===== config.mk =====
export PLATFORM = sky130hd
export DESIGN_NAME = keypad_matrix_scan_debounce
export DESIGN_NICKNAME = d
export VERILOG_FILES = /design/src/rtl/kmsd_pkg.sv /design/src/rtl/kmsd_cfg.sv /design/src/rtl/kmsd_debounce.sv /design/src/rtl/keypad_matrix_scan_debounce.sv
export SDC_FILE = /design/constraint.sdc
export NUM_CORES = 1
export LEC_CHECK = 0
export BUFFER_PORTS_ARGS = -buffer_cell sky130_fd_sc_hd__buf_2
export CORE_UTILIZATION = 58
export DETAILED_ROUTE_END_ITERATION = 6
export PLACE_DENSITY = 0.82
export SLEW_MARGIN = 20
export SYNTH_ARGS = -nofsm -noshare
export SYNTH_HDL_FRONTEND = slang
export SYNTH_SLANG_ARGS = --single-unit

===== constraint.sdc =====
create_clock -name clk -period 7.3 [get_ports clk]
set_input_delay 0.365 -clock clk [delete_from_list [all_inputs] [get_ports clk]]
set_output_delay 0.365 -clock clk [all_outputs]
set_load 0.005 [all_outputs]

===== src/rtl/kmsd_pkg.sv =====
// kmsd_pkg: shared types and constants of the debounced key matrix scanner
// no dependencies; imported by every module under rtl

package kmsd_pkg;

  localparam int SAMP_W    = 7;   // sample index, pressed count, min and max registers
  localparam int CONF_W    = 4;   // confidence in tenths
  localparam int PROD_W    = 11;  // wide enough for 10*127 and 15*127
  localparam int PIN_W     = 4;   // sampled column pins and driven row lines
  localparam int KEY_MAP_W = 16;
  localparam int ADDR_W    = 4;
  localparam int DATA_W    = 32;

  localparam logic [SAMP_W-1:0] MIN_SAMPLES_RST = 7'd3;
  localparam logic [SAMP_W-1:0] MAX_SAMPLES_RST = 7'd100;
  localparam logic [CONF_W-1:0] CONF_RST        = 4'd7;

  typedef enum logic [1:0] {
    REG_MIN_SAMPLES = 2'd0,
    REG_MAX_SAMPLES = 2'd1,
    REG_CONFIDENCE  = 2'd2
  } reg_idx_t;

  typedef enum logic [1:0] {
    VERD_NONE     = 2'd0,
    VERD_RELEASED = 2'd1,
    VERD_PRESSED  = 2'd2
  } verdict_t;

  typedef struct packed {
    logic [SAMP_W-1:0] min_samples;
    logic [SAMP_W-1:0] max_samples;
    logic [CONF_W-1:0] confidence_tenths;
  } cfg_t;

endpackage


===== src/rtl/kmsd_cfg.sv =====
// kmsd_cfg: apb-style register file holding the debounce thresholds
// depends on kmsd_pkg

module kmsd_cfg
  import kmsd_pkg::*;
(
  input  logic              clk,
  input  logic              rst_n,
  input  logic              psel,
  input  logic              penable,
  input  logic              pwrite,
  input  logic [ADDR_W-1:0] paddr,
  input  logic [DATA_W-1:0] pwdata,
  output logic [DATA_W-1:0] prdata,
  output logic              pready,
  output cfg_t              cfg
);

  logic [SAMP_W-1:0] min_samples_r;
  logic [SAMP_W-1:0] max_samples_r;
  logic [CONF_W-1:0] conf_r;
  logic              wr_en;
  reg_idx_t          reg_idx;

  assign pready  = 1'b1;
  assign wr_en   = psel & penable & pwrite;
  assign reg_idx = reg_idx_t'(paddr[3:2]);

  always_ff @(posedge clk) begin
    if (!rst_n) begin
      min_samples_r <= MIN_SAMPLES_RST;
      max_samples_r <= MAX_SAMPLES_RST;
      conf_r        <= CONF_RST;
    end else if (wr_en) begin
      unique case (reg_idx)
        REG_MIN_SAMPLES: min_samples_r <= pwdata[SAMP_W-1:0];
        REG_MAX_SAMPLES: max_samples_r <= pwdata[SAMP_W-1:0];
        REG_CONFIDENCE:  conf_r        <= pwdata[CONF_W-1:0];
        default: ;
      endcase
    end
  end

  always_comb begin
    unique case (reg_idx)
      REG_MIN_SAMPLES: prdata = DATA_W'(min_samples_r);
      REG_MAX_SAMPLES: prdata = DATA_W'(max_samples_r);
      REG_CONFIDENCE:  prdata = DATA_W'(conf_r);
      default:         prdata = '0;
    endcase
  end

  assign cfg.min_samples       = min_samples_r;
  assign cfg.max_samples       = max_samples_r;
  assign cfg.confidence_tenths = conf_r;

endmodule


===== src/rtl/kmsd_debounce.sv =====
// kmsd_debounce: one debounce step for the key under scan, pure logic
// depends on kmsd_pkg

module kmsd_debounce
  import kmsd_pkg::*;
(
  input  cfg_t              cfg,
  input  logic [SAMP_W-1:0] sample_index,
  input  logic [SAMP_W-1:0] pressed_count,
  input  logic              pressed,
  output verdict_t          verdict,
  output logic [SAMP_W-1:0] count_sum
);

  logic [PROD_W-1:0] need;
  logic [PROD_W-1:0] ten_h;
  logic [PROD_W-1:0] ten_rel;
  logic [SAMP_W-1:0] rel_cnt;
  logic              early;
  logic              press_ok;
  logic              rel_ok;
  logic              forced;
  logic              majority;

  // count includes this sample; it never exceeds sample_index + 1
  assign count_sum = pressed_count + SAMP_W'(pressed);
  assign rel_cnt   = sample_index - count_sum;

  assign need    = PROD_W'(cfg.confidence_tenths) * PROD_W'(sample_index);
  assign ten_h   = PROD_W'(count_sum) * PROD_W'(10);
  assign ten_rel = PROD_W'(rel_cnt) * PROD_W'(10);

  assign early    = sample_index > cfg.min_samples;
  assign press_ok = ten_h >= need;
  // released count would be negative when every sample so far was pressed
  assign rel_ok   = (count_sum <= sample_index) && (ten_rel >= need);
  assign forced   = ({1'b0, sample_index} + 8'd1) >= {1'b0, cfg.max_samples};
  assign majority = {count_sum, 1'b0} > {1'b0, sample_index};

  always_comb begin
    if (early && press_ok) begin
      verdict = VERD_PRESSED;
    end else if (early && rel_ok) begin
      verdict = VERD_RELEASED;
    end else if (forced) begin
      verdict = majority ? VERD_PRESSED : VERD_RELEASED;
    end else begin
      verdict = VERD_NONE;
    end
  end

endmodule


===== src/rtl/keypad_matrix_scan_debounce.sv =====
// keypad_matrix_scan_debounce: top level, scan sequencing and result register
// depends on kmsd_pkg, kmsd_cfg, kmsd_debounce
//
// Each input beat is one scan tick carrying the sampled column pins; each
// accepted beat yields exactly one result beat with the row drive, busy and
// done flags and, on completion, the key map or the single-key bit. A start
// beat only selects the row and column; the columns are sampled from the
// next beat on, one key at a time, until that key's debounce verdict. The
// block takes one beat per clock cycle unless the output stalls: the
// state update is a single debounce step (three small products and a few
// compares) between the scan state registers and the result register; a
// new beat is accepted whenever the result register is empty or being taken.

module keypad_matrix_scan_debounce
  import kmsd_pkg::*;
#(
  parameter int ROWS = 4,
  parameter int COLS = 4
) (
  input  logic                 clk,
  input  logic                 rst_n,
  // scan tick channel
  input  logic                 in_valid,
  output logic                 in_ready,
  input  logic                 in_start_req,
  input  logic                 in_single_key,
  input  logic [1:0]           in_key_row,
  input  logic [1:0]           in_key_col,
  input  logic [PIN_W-1:0]     in_column_levels,
  // result channel
  output logic                 out_valid,
  input  logic                 out_ready,
  output logic [PIN_W-1:0]     out_row_drive,
  output logic                 out_busy_res,
  output logic                 out_done_res,
  output logic [KEY_MAP_W-1:0] out_key_map,
  output logic                 out_key_pressed,
  // register port
  input  logic                 psel,
  input  logic                 penable,
  input  logic                 pwrite,
  input  logic [ADDR_W-1:0]    paddr,
  input  logic [DATA_W-1:0]    pwdata,
  output logic [DATA_W-1:0]    prdata,
  output logic                 pready
);

  localparam int NKEYS = ROWS * COLS;
  localparam int ROW_W = $clog2(ROWS);
  localparam int COL_W = $clog2(COLS);
  localparam int POS_W = $clog2(NKEYS);
  localparam logic [ROW_W-1:0] ROW_LAST = ROW_W'(ROWS - 1);
  localparam logic [COL_W-1:0] COL_LAST = COL_W'(COLS - 1);

  cfg_t cfg;

  logic              active_r,   active_nxt;
  logic              single_r,   single_nxt;
  logic [ROW_W-1:0]  row_r,      row_nxt;
  logic [COL_W-1:0]  col_r,      col_nxt;
  logic [SAMP_W-1:0] samp_r,     samp_nxt;
  logic [SAMP_W-1:0] cnt_r,      cnt_nxt;
  logic [NKEYS-1:0]  map_r,      map_nxt;

  logic                 out_valid_r;
  logic [PIN_W-1:0]     row_drive_r;
  logic                 busy_r;
  logic                 done_r;
  logic [KEY_MAP_W-1:0] key_map_r;
  logic                 key_pressed_r;

  logic                 accept;
  logic                 level_high;
  logic [PIN_W-1:0]     levels_sh;
  logic                 col_in_pins;
  logic                 row_in_pins;
  logic [POS_W-1:0]     pos;
  logic [NKEYS-1:0]     map_bit;
  verdict_t             verdict;
  logic [SAMP_W-1:0]    count_sum;
  logic                 pressed_bit;
  logic                 done;
  logic [KEY_MAP_W-1:0] map_out;
  logic                 bit_out;
  logic [PIN_W-1:0]     drive;

  kmsd_cfg u_cfg (
    .clk     (clk),
    .rst_n   (rst_n),
    .psel    (psel),
    .penable (penable),
    .pwrite  (pwrite),
    .paddr   (paddr),
    .pwdata  (pwdata),
    .prdata  (prdata),
    .pready  (pready),
    .cfg     (cfg)
  );

  // columns past the sampled pins read as released
  assign levels_sh   = in_column_levels >> col_r;
  assign col_in_pins = 32'(col_r) < PIN_W;
  assign level_high  = col_in_pins ? levels_sh[0] : 1'b1;

  kmsd_debounce u_debounce (
    .cfg           (cfg),
    .sample_index  (samp_r),
    .pressed_count (cnt_r),
    .pressed       (~level_high),
    .verdict       (verdict),
    .count_sum     (count_sum)
  );

  assign pos         = POS_W'(row_r) * POS_W'(COLS) + POS_W'(col_r);
  assign pressed_bit = (verdict == VERD_PRESSED);
  assign map_bit     = NKEYS'(pressed_bit) << pos;

  assign in_ready = ~out_valid_r | out_ready;
  assign accept   = in_valid & in_ready;

  always_comb begin
    active_nxt = active_r;
    single_nxt = single_r;
    row_nxt    = row_r;
    col_nxt    = col_r;
    samp_nxt   = samp_r;
    cnt_nxt    = cnt_r;
    map_nxt    = map_r;
    done       = 1'b0;
    map_out    = '0;
    bit_out    = 1'b0;
    if (!active_r) begin
      if (in_start_req) begin
        active_nxt = 1'b1;
        single_nxt = in_single_key;
        if (in_single_key) begin
          // query beyond the matrix saturates to the last row or column
          row_nxt = (32'(in_key_row) >= ROWS) ? ROW_LAST : ROW_W'(in_key_row);
          col_nxt = (32'(in_key_col) >= COLS) ? COL_LAST : COL_W'(in_key_col);
        end else begin
          row_nxt = '0;
          col_nxt = '0;
        end
        samp_nxt = '0;
        cnt_nxt  = '0;
        map_nxt  = '0;
      end
    end else if (verdict == VERD_NONE) begin
      samp_nxt = samp_r + SAMP_W'(1);
      cnt_nxt  = count_sum;
    end else begin
      samp_nxt = '0;
      cnt_nxt  = '0;
      if (single_r) begin
        done    = 1'b1;
        bit_out = pressed_bit;
      end else begin
        map_nxt = map_r | map_bit;
        if (col_r == COL_LAST) begin
          col_nxt = '0;
          if (row_r == ROW_LAST) begin
            row_nxt = '0;
            done    = 1'b1;
            map_out = KEY_MAP_W'(map_nxt);
          end else begin
            row_nxt = row_r + ROW_W'(1);
          end
        end else begin
          col_nxt = col_r + COL_W'(1);
        end
      end
      if (done) begin
        active_nxt = 1'b0;
      end
    end
  end

  // rows past the driven lines leave all lines high
  assign row_in_pins = 32'(row_nxt) < PIN_W;
  assign drive = (active_nxt && row_in_pins) ? ~(PIN_W'(1) << row_nxt) : '1;

  always_ff @(posedge clk) begin
    if (!rst_n) begin
      active_r <= 1'b0;
      single_r <= 1'b0;
      row_r    <= '0;
      col_r    <= '0;
      samp_r   <= '0;
      cnt_r    <= '0;
      map_r    <= '0;
    end else if (accept) begin
      active_r <= active_nxt;
      single_r <= single_nxt;
      row_r    <= row_nxt;
      col_r    <= col_nxt;
      samp_r   <= samp_nxt;
      cnt_r    <= cnt_nxt;
      map_r    <= map_nxt;
    end
  end

  always_ff @(posedge clk) begin
    if (!rst_n) begin
      out_valid_r <= 1'b0;
    end else if (accept) begin
      out_valid_r <= 1'b1;
    end else if (out_ready) begin
      out_valid_r <= 1'b0;
    end
  end

  always_ff @(posedge clk) begin
    if (accept) begin
      row_drive_r   <= drive;
      busy_r        <= active_nxt;
      done_r        <= done;
      key_map_r     <= map_out;
      key_pressed_r <= bit_out;
    end
  end

  assign out_valid       = out_valid_r;
  assign out_row_drive   = row_drive_r;
  assign out_busy_res    = busy_r;
  assign out_done_res    = done_r;
  assign out_key_map     = key_map_r;
  assign out_key_pressed = key_pressed_r;

`ifndef SYNTHESIS
  // idle scan state keeps its counters cleared
  a_idle_counters_clear: assert property (@(posedge clk) disable iff (!rst_n)
    !active_r |-> (samp_r == '0) && (cnt_r == '0))
    else $error("counters not cleared while idle");

  // pressed samples never outnumber samples taken
  a_count_bounded: assert property (@(posedge clk) disable iff (!rst_n)
    cnt_r <= samp_r)
    else $error("pressed count exceeds sample index");

  // a completing beat always reports the block as no longer busy
  a_done_not_busy: assert property (@(posedge clk) disable iff (!rst_n)
    out_valid_r && done_r |-> !busy_r)
    else $error("done beat reports busy");

  // the map and query bit are only shown on a completing beat
  a_result_only_on_done: assert property (@(posedge clk) disable iff (!rst_n)
    out_valid_r && ((key_map_r != '0) || key_pressed_r) |-> done_r)
    else $error("result bits outside a done beat");

  // accepting a beat while busy with no verdict advances the sample index
  a_busy_advances: assert property (@(posedge clk) disable iff (!rst_n)
    accept && active_r && (verdict == VERD_NONE) |=> samp_r == $past(samp_r) + SAMP_W'(1))
    else $error("sample index failed to advance");
`endif

endmodule


==> flow_summary.json <==
{
  "first_pass_iters": 5,
  "via_count": 5403,
  "synth_top_area_cell": "dfxtp_1",
  "fin_crit_ns": 6.930,
  "cp_max_fo": 8,
  "worst_slew_pin_slew_ns": 1.016,
  "antenna_cells": 0,
  "nets": 937,
  "synth_warnings": 0,
  "syn_inst": 733,
  "syn_avg_cell_area_um2": 8.601,
  "maxSlewViolCount": 0,
  "avgRoutedWirePerCell_um": 15.37,
  "min_path_type": "in -> reg",
  "hold_viol_final": 0,
  "critical_path_class": "reg -> reg",
  "async_flop_share": 0,
  "worstPathArrival_ns": 7.03,
  "synth_cell_type_count": 62,
  "synthFlopType": "dfxtp_1",
  "holdWs_ns": 0.2463,
  "grt_usage": 0.2607,
  "p_seq_frac": 0.424,
  "cellLeakagePower_nw": 3.180,
  "setup_violations": 0,
  "grt_pass1_wl_mm": 23.82,
  "cts_hold_buf": 0,
  "p_int_mw": 0.7614,
  "timing.max_cap.violations": 0,
  "power.density_nw_per_um2": 159.5,
  "syn2layout_area_growth_pct": 9.049,
  "layout-drive-gt1-share": 0.1264,
  "worstPathRequired_ns": 7.40,
  "synth_top_area_frac": 0.1746,
  "cp_slowest_cell": "mux4_2",
  "drc": 0,
  "io_buffers": 57,
  "grt_pass1_vias": 5370,
  "end_kind": "flop",
  "antenna_found_initial": 0,
  "gr-total-overflow": 0,
  "post_cts_buffers": 0,
  "peakVddDrop_uv": 124.6,
  "synth-seq-cells": 78,
  "cts.clk_slew.worst_paths_ns": 0.09,
  "pwr-share-comb": 0.247,
  "initial_core_util": 0.6053,
  "io_pins": 111,
  "first_iter_violations": 255,
  "core_um2": 10420,
  "fp-row-count": 37,
  "fin_worst_skew_ns": 0.01496,
  "totalWireLength_mm": 14.25,
  "critPathLaunchType": "flop",
  "cts_buffer_depth": 2,
  "synth_edf_count": 23,
  "max_freq_mhz": 144.3,
  "die_area_um2": 11290,
  "slowest_delay_ns": 0.57,
  "crit_path_frequent_cell": "ha_1",
  "clkSinkCount": 78,
  "via_per_inst": 5.828,
  "htreeDepth": 3,
  "cts_tree": "done",
  "p_sw_frac": 0.3056,
  "relSlewSlack": 0.3203,
  "grt_max_degree": 33,
  "finalSetupTns_ns": 0,
  "status": "completed",
  "dieWidth_um": 106.3,
  "rsz0062_at_grt": "no",
  "place_congestion": 0.9001,
  "netlist_area_um2": 6305,
  "min_period_over_period": 0.9493,
  "pwr-share-clk": 0.330,
  "synthTopCellsByArea": "dfxtp_1 (17%), ha_1 (17%), edfxtp_1 (11%), inv_1 (5.0%), nand2_1 (4.3%)",
  "drtAntennaViolNets": 0,
  "die_h_um": 106.3,
  "dp_hpwl_mm": 11.11,
  "p_sw_mw": 0.3351,
  "yosysSeqAreaShare": 0.2842,
  "fillers": 864,
  "clock_latency_ns": 0.36,
  "cts_made_buffers": 9,
  "clk_root_buffer_cell": "clkbuf_8"
}
==> final cells by class <==
type                            instances  area [um^2]  area share
Multi-Input combinational cell        543         3994      0.5809
Clock buffer                           10        148.9     0.02166
Tap cell                              136        170.2     0.02475
Inverter                               84        315.3     0.04586
Sequential cell                        78         1792      0.2606
Timing Repair Buffer                   70        382.9     0.05569
Clock inverter                          6        72.57     0.01056
==> critical path, delay by kind of cell (launching register included) <==
family                     cells  cell delay, ns
DFF                            1            0.48
and+or+nand+nor                1            0.43
AOI/OAI and AO/OA             12            2.48
xor gates and xnor gates       2            0.40
adders and majority gates      7            2.08
muxes                          1            0.57
buffers and inverters          3            0.23
==> worst paths after layout <==
| path | from | end | slack (ns) | cells after the start |
|---|---|---|---|---|
| worst max-delay path | col_r[0] | out_row_drive[3] | 0.37 | 26 |
| worst min-delay path | pwdata[6] | u_cfg.max_samples_r[6] | 0.25 | 3 |
| worst max register to register | col_r[0] | out_row_drive[3] | 0.37 | 26 |
| worst min register to register | map_r[9] | map_r[9] | 0.46 | 2 |
==> state kept, by name, summed over array words and instances, names as in the netlist, 2 cells and up <==
signal               count
row_r                    2
u_cfg.conf_r             4
cnt_r                    7
map_r                   16
out_key_map             16
col_r                    2
samp_r                   7
u_cfg.max_samples_r      7
out_row_drive            4
u_cfg.min_samples_r      7
==> per-layer routing <==
metal  up-vias  share of wire  global-route usage
li1       2610              -                   -
met5         -              0                   0
met4         0          0.015             0.08730
met1      2565           0.42              0.3234
met2       209           0.50              0.4610
met3        19          0.062             0.03740
==> cell usage in the layout, fill, tap and decap left out, types with 4 or more instances in the layout <==
cell type and n:
clkbuf_8 9, xor2_1 8, o211ai_1 5, nand2b_1 7
fa_1 13, and2_1 13, conb_1 26, buf_4 13
nand3_1 22, mux2i_1 26, inv_1 84, buf_2 57
nand2_1 73, edfxtp_1 23, o31ai_1 6, nor2_1 40
a32oi_1 6, nor2b_1 11, o21bai_1 4, nand4_1 4
a21o_1 14, or2_2 5, nand4b_1 4, a31oi_1 6
xnor2_1 19, o21ai_0 33, nor3_1 7, o22ai_1 18
a21oi_1 42, and3_1 7, dfxtp_1 55, ha_1 85
==> cells by family after synthesis <==
| group | after synthesis | share of synthesized area |
|---|---|---|
| compound gates | 157 | 0.1602 |
| xor+xnor | 29 | 0.04267 |
| fa+ha+maj | 99 | 0.2116 |
| buf+inv | 136 | 0.09684 |
| flops | 78 | 0.2842 |
| mux | 27 | 0.04485 |
| other cells | 2 | 0.001191 |
| simple gates | 205 | 0.1586 |
==> power by group through the flow <==
stage                     sequential (mW)  clock [mW]  combinational [mW]
after floorplan                     0.472           0               0.206
final                               0.464       0.362               0.270
after CTS                           0.464       0.361               0.266
after detailed placement            0.475           0               0.264
after global placement              0.474           0               0.245
after global routing                0.466       0.381               0.300
==> through the flow <==
stage	area [um^2]	util	power (mW)	cells	worst slack [ns]
finish	6875	0.6601	1.097	927	0.3704
global route	6875	0.6601	1.147	927	0.09896
CTS	6874	0.6599	1.091	927	0.3834
detailed placement	6653	0.6387	0.7382	911	0.3998
global placement	6653	0.6387	0.7187	911	0.6225
floorplan	6395	-	0.6785	757	0.9072
==> synthesized netlist by cell type (all sizes together), types with 14 or more instances <==
library cell and n:
a21o 14, a21oi 42, buf 29, clkbuf 23, dfxtp 55, edfxtp 23
ha 85, inv 84, mux2i 26, nand2 73, nand3 23, nor2 40
o21ai 36, o22ai 18, xnor2 20
==> what timing repair did <==
item | in CTS | in global routing
endpoints found under the hold margin | 0 | 0
setup endpoints to repair | 0 | 2
resized for setup | 0 | 1
No activity file was read; power rests on OpenSTA's default activity.
